$ cat src/design/tobm_pkg.sv
// Package: shared constants and types for the tick order book matcher.
`timescale 1ns / 1ps
`default_nettype none
package tobm_pkg;
  localparam int BOOK_DEPTH = 16;
  localparam int CNT_W = $clog2(BOOK_DEPTH + 1);

  localparam logic [1:0] FUNC_TICK   = 2'd0;
  localparam logic [1:0] FUNC_APPEND = 2'd1;
  localparam logic [1:0] FUNC_CLEAR  = 2'd2;

  localparam logic [1:0] SIDE_BUY  = 2'd0;
  localparam logic [1:0] SIDE_SELL = 2'd1;

  typedef struct packed {
    logic [31:0] price;
    logic [31:0] volume;
    logic [31:0] queue;
    logic [15:0] ident;
  } entry_t;

  // Per-slot control from the sequencer to every cell of one side.
  typedef struct packed {
    logic shift;   // rotate the ring by one slot
    logic load;    // write the append entry into the tail slot
  } cell_ctl_t;

  typedef struct packed {
    logic [1:0]  func;
    logic [1:0]  side;
    logic [31:0] price;
    logic [31:0] volume;
    logic [31:0] queue_ahead;
    logic [15:0] order_id;
    logic [47:0] timestamp;
  } req_t;

  typedef struct packed {
    logic        has_fill;
    logic        fill_side;
    logic [31:0] fill_price;
    logic [31:0] fill_volume;
    logic [15:0] filled_id;
    logic [47:0] fill_time;
    logic        status;
    logic        last;
  } rsp_t;
endpackage
`default_nettype wire

$ cat src/design/tobm_cell.sv
// Cell: one book slot that takes the entry of its neighbor when the ring turns.
`timescale 1ns / 1ps
`default_nettype none
module tobm_cell import tobm_pkg::*; (
  input  wire logic      clk,
  input  wire cell_ctl_t ctl,
  input  wire entry_t    prev,     // entry of the neighbor
  input  wire entry_t    head_new, // updated head entry (last slot only)
  input  wire logic      use_head,
  input  wire entry_t    load_val,
  output entry_t         q
);
  entry_t val;
  always_ff @(posedge clk) begin
    if (ctl.load) begin
      val <= load_val;
    end else if (ctl.shift) begin
      val <= use_head ? head_new : prev;
    end
  end
  assign q = val;
endmodule
`default_nettype wire

$ cat src/design/tobm_side.sv
// Side: a ring of cells; slot 0 is the head seen by the matcher.
`timescale 1ns / 1ps
`default_nettype none
module tobm_side import tobm_pkg::*; (
  input  wire logic      clk,
  input  wire logic      shift,
  input  wire logic      load,
  input  wire logic [CNT_W-1:0] load_idx,
  input  wire entry_t    load_val,
  input  wire entry_t    head_new,  // processed head, re-enters at the tail
  output entry_t         head
);
  localparam int IW = (BOOK_DEPTH > 1) ? $clog2(BOOK_DEPTH) : 1;
  entry_t q [BOOK_DEPTH];
  for (genvar g = 0; g < BOOK_DEPTH; g++) begin : g_cell
    cell_ctl_t c;
    assign c.shift = shift;
    assign c.load  = load && (load_idx[IW-1:0] == IW'(g));
    tobm_cell u_cell (
      .clk(clk), .ctl(c),
      .prev(q[(g + 1) % BOOK_DEPTH]),
      .head_new(head_new),
      .use_head(g == BOOK_DEPTH - 1),
      .load_val(load_val),
      .q(q[g])
    );
  end
  assign head = q[0];
endmodule
`default_nettype wire

$ cat config.mk
export PLATFORM = sky130hd
export DESIGN_NAME = tobm_side
export DESIGN_NICKNAME = d
export VERILOG_FILES = /design/src/design/tobm_pkg.sv /design/src/design/tobm_cell.sv /design/src/design/tobm_side.sv
export SDC_FILE = /design/constraint.sdc
export NUM_CORES = 2
export LEC_CHECK = 0
export ABC_AREA = 0
export BUFFER_PORTS_ARGS = -buffer_cell sky130_fd_sc_hd__buf_4
export CAP_MARGIN = 20
export CORE_MARGIN = 2
export CORE_UTILIZATION = 47
export DETAILED_ROUTE_END_ITERATION = 10
export PLACE_DENSITY_LB_ADDON = 0.1
export SETUP_SLACK_MARGIN = 0.1
export SYNTH_ARGS = -nofsm -noshare
export SYNTH_HDL_FRONTEND = slang
export SYNTH_HIERARCHICAL = 1
export SYNTH_SLANG_ARGS = --single-unit
export TNS_END_PERCENT = 1
$ cat constraint.sdc
create_clock -name clk -period 3.1 [get_ports clk]
set_input_delay 0.62 -clock clk [delete_from_list [all_inputs] [get_ports clk]]
set_output_delay 0.62 -clock clk [all_outputs]
set_load 0.005 [all_outputs]
[Word level (Yosys, flattened, before mapping)]
Cells that the tools add are included.
Word-level totals
  flip-flop bits (word level): 1792
  input port bits: 232
  output and inout port bits: 112
  logic and storage cells: 144
Cells by class
  equality and inequality tests: 15
  mux-type cells: 32
  reduce and logical (&&, ||, !) cells: 33
Operator list (count)
  112-bit 2-to-1 mux: 32
  4-bit equality test, second input constant: 8
  2-bit nonzero test: 16
  4-bit by 3-bit equality test with 1-bit output, second input constant: 4
  1-bit logical AND: 16
  4-bit by 2-bit equality test with 1-bit output, second input constant: 2
  4-bit by 1-bit equality test with 1-bit output, second input constant: 1
  4-bit zero test: 1

[Depth between registers and ports, before layout]
  depth in word-level cells: 3
  depth in mapped cells: 7
  depth with buffers taken out: 4

[Cells and area by module]
The synthesis kept the hierarchy.
Modules (own cells, without submodules)
  tobm_cell: times used 16, cells each 487, area an instance 5798.1 um2, seq. area each 3363.2 um2
  tobm_side: times used 1, cells each 25, area an instance 125.1 um2, seq. area each 0.0 um2

[Least setup slack after synthesis]
OpenSTA, ideal clock, no wires.
  kind: input to register
  start point: input load_idx[3]
  end point: register g_cell[0].u_cell.val (netlist bit g_cell[0].u_cell/q[0]) (enable)
  data arrival time: 2.843 ns
  required time: 2.677 ns
  setup slack: -0.166 ns
  stages: 5
  cells stage by stage: or3b_4 > nor3_2 > buf_4 > buf_2 > or2_2
RTL lines
  from (decl): RTL line tobm_side.sv:8  | input wire logic [CNT_W-1:0] load_idx,
  to (signal assigned): RTL line tobm_cell.sv:16  | val <= load_val;
  to (signal assigned): RTL line tobm_cell.sv:18  | val <= use_head ? head_new : prev;
  to (decl): RTL line tobm_cell.sv:13  | entry_t val;

[Final worst setup path]
  start point: register g_cell[0].u_cell.val (netlist bit g_cell[0].u_cell/q[20])
  end point: output head[20] (netlist bit)
RTL lines
  to (decl): RTL line tobm_side.sv:11  | output entry_t head
No word-level cell between the ends.

==> impl_metrics.json <==
{
  "die_area_um2": 201000,
  "vias": 62100,
  "p_per_area_nw_per_um2": 584,
  "rr_startpoint": "g_cell[15].u_cell/q[66]",
  "rsz0062_at_grt": "false",
  "grt_pass1_wl_um": 411000,
  "ys_types": 18,
  "timing.max_cap.violations": 0,
  "crit_chain": "buf_4",
  "via_per_inst": 5.81,
  "first_pass_iters": 6,
  "io_pins": 344,
  "fin_nets": 8108,
  "cts_root_buf": "clkbuf_16",
  "outcome": "complete, no violations",
  "crit_path_max_fanout": 2,
  "max-slew-margin-rel": 0.474,
  "post_cts_buffers": 0,
  "critPathCaptureType": "primary output",
  "io_buffers": 342,
  "period_needed_ns": 2.26,
  "clock_path_buffers": 3,
  "finClkSkew_ns": 0.0211,
  "required_ns": 2.48,
  "yosysSeqAreaShare": 0.579,
  "start_kind": "register",
  "antenna_found_initial": 18,
  "hp-start": "load_val[19]",
  "arrival_ns": 1.64,
  "clock_sinks": 1792,
  "place_inst": 10300,
  "post_dp_cell_area_um2": 95600,
  "layout.cells.non_filler": 10700,
  "min_to": "g_cell[11].u_cell/q[19]",
  "final_area_um2": 102000,
  "route.detailed.drc": 0,
  "finalCritPeriodShare": 0.727,
  "insertion_delay_ns": 0.85,
  "largest_reg_flops": 1792,
  "drv_slew": 0,
  "place_ws_ns": 0.357,
  "synth_top_area_frac": 0.579,
  "ir_drop_v": 0.000576,
  "drt-total-wl_um": 275000,
  "fin_total_pwr_uw": 59500,
  "yosysWarnings": 6,
  "worstHoldPathType": "in2reg",
  "num-fill-cells": 17000,
  "synth_seq_cells": 1792,
  "synth.avg_cell_area_um2": 11.9,
  "cts_tree": "yes",
  "cts_hold_buffers": 0,
  "hold_depth": 3,
  "cpPeakStageDelay_ns": 0.57,
  "cts_buffers": 199,
  "crit_cells": 1,
  "grt_overflow_total": 0,
  "syn_inst": 7817,
  "final-hold-violation-count": 0,
  "grt_max_degree": 141,
  "setup_viol": 0,
  "rrSetupSlack_ns": 2.01,
  "ff2ff_path_depth": 2,
  "h-tree-depth": 4,
  "ant_nets": 0,
  "hpwl_um": 144000,
  "rows": 163,
  "leakage_uw": 0.0373,
  "tightest_slew_ns": 0.788,
  "syn_area_um2": 92900,
  "synth_largest_area_cell": "edfxtp_1",
  "clock.fmax_mhz": 443,
  "final_core_utilization": 0.517,
  "reg2reg_to": "g_cell[14].u_cell/q[66]",
  "netlist_top_cells_area": "edfxtp_1, mux2i_1, nand2_1",
  "drive_above_1_share": 0.0933,
  "first_global_vias": 61000,
  "die_width_um": 449,
  "drtIter0Drc": 6669,
  "syn_to_final_growth_pct": 9.63,
  "setup_ws_ns": 0.845,
  "gp_congestion": 0.785,
  "coreArea_um2": 197000,
  "start_util": 0.472,
  "cts_resized": 0,
  "die_height_um": 449,
  "critPathBufInv": 1,
  "crit_path_top_delay_cell": "edfxtp_1",
  "clk_pin_slew_ns": 0.06,
  "critPathTopFamily": "flip-flops",
  "path_class": "reg2out",
  "track_usage": 0.267,
  "wl_per_cell_um": 25.7
}
==> stage by stage <==
stage | hold WS, ns | setup TNS [ns]
floorplan | 0.561 | -52.89
global placement | 0.564 | 0
detailed placement | 0.577 | 0
CTS | 0.123 | 0
global route | 0.183 | 0
finish | 0.196 | 0
==> cell usage after synthesis <==
master / count
buf_12: 144
buf_2: 192
buf_4: 96
clkbuf_1: 176
conb_1: 2
edfxtp_1: 1792
mux2i_1: 1792
nand2_1: 1793
nand2b_1: 2
nand3_1: 1
nand3b_1: 2
nor2_1: 12
nor3_1: 3
nor3_2: 1
o21ai_0: 512
o21ai_1: 1280
or2_2: 16
or3b_4: 1
==> cells by family after synthesis <==
group,share of synthesized area
and+or+nand+nor,0.0748
DFF,0.579
other,0.0000808
muxes,0.193
buffers and inverters,0.0562
AOI/OAI and AO/OA,0.0965
==> how the worst max path moves through the flow <==
stage | start | end | slack (ns)
after global placement | load_idx[3] | g_cell[4].u_cell/q[107] | 0.39
final | g_cell[0].u_cell/q[20] | head[20] | 0.84
after global routing | g_cell[0].u_cell/q[20] | head[20] | 0.78
after detailed placement | load_idx[3] | g_cell[4].u_cell/q[107] | 0.36
after floorplan | load_idx[3] | g_cell[1].u_cell/q[0] | -0.16
after CTS | g_cell[0].u_cell/q[20] | head[20] | 0.75
==> power by group <==
| group | internal, µW | total (µW) | switching, µW |
|---|---|---|---|
| combinational | 2320 | 6470 | 4140 |
| clock | 13000 | 23000 | 10000 |
| sequential | 29400 | 30000 | 653 |
==> layer usage <==
metal  wire, µm  vias to the layer above  track usage
li1           -                    28700            -
met4       6790                        0       0.0697
met3      17300                      361       0.0333
met5          0                        -            0
met2     130000                     2242        0.438
met1     121000                    30800        0.376
==> cells in the final DEF, fill, tap and decap left out <==
cell,instances
buf_12,84
buf_4,368
bufinv_16,13
clkbuf_1,43
clkbuf_16,201
clkinv_1,56
clkinv_2,33
clkinv_4,3
clkinv_8,4
clkinvlp_4,2
conb_1,16
diode_2,10
edfxtp_1,1792
inv_16,5
inv_6,4
mux2i_1,1792
nand2_1,1793
nand2b_1,2
nand3_1,1
nand3b_1,2
nor2_4,12
nor3_2,3
nor3_4,1
o21ai_0,512
o21ai_1,1280
or2_4,16
or3b_4,1
==> final cells by class <==
class | count | area, µm² | area share
flip-flops and latches | 1792 | 53800 | 0.528
diodes | 10 | 25.0 | 0.000246
clock inverters | 120 | 1010 | 0.00989
well taps | 2640 | 3300 | 0.0324
clock buffers | 244 | 5190 | 0.0510
multi-input cells | 5431 | 34100 | 0.334
repair buffers | 452 | 4440 | 0.0436
Power figures use the tool's default switching activity.
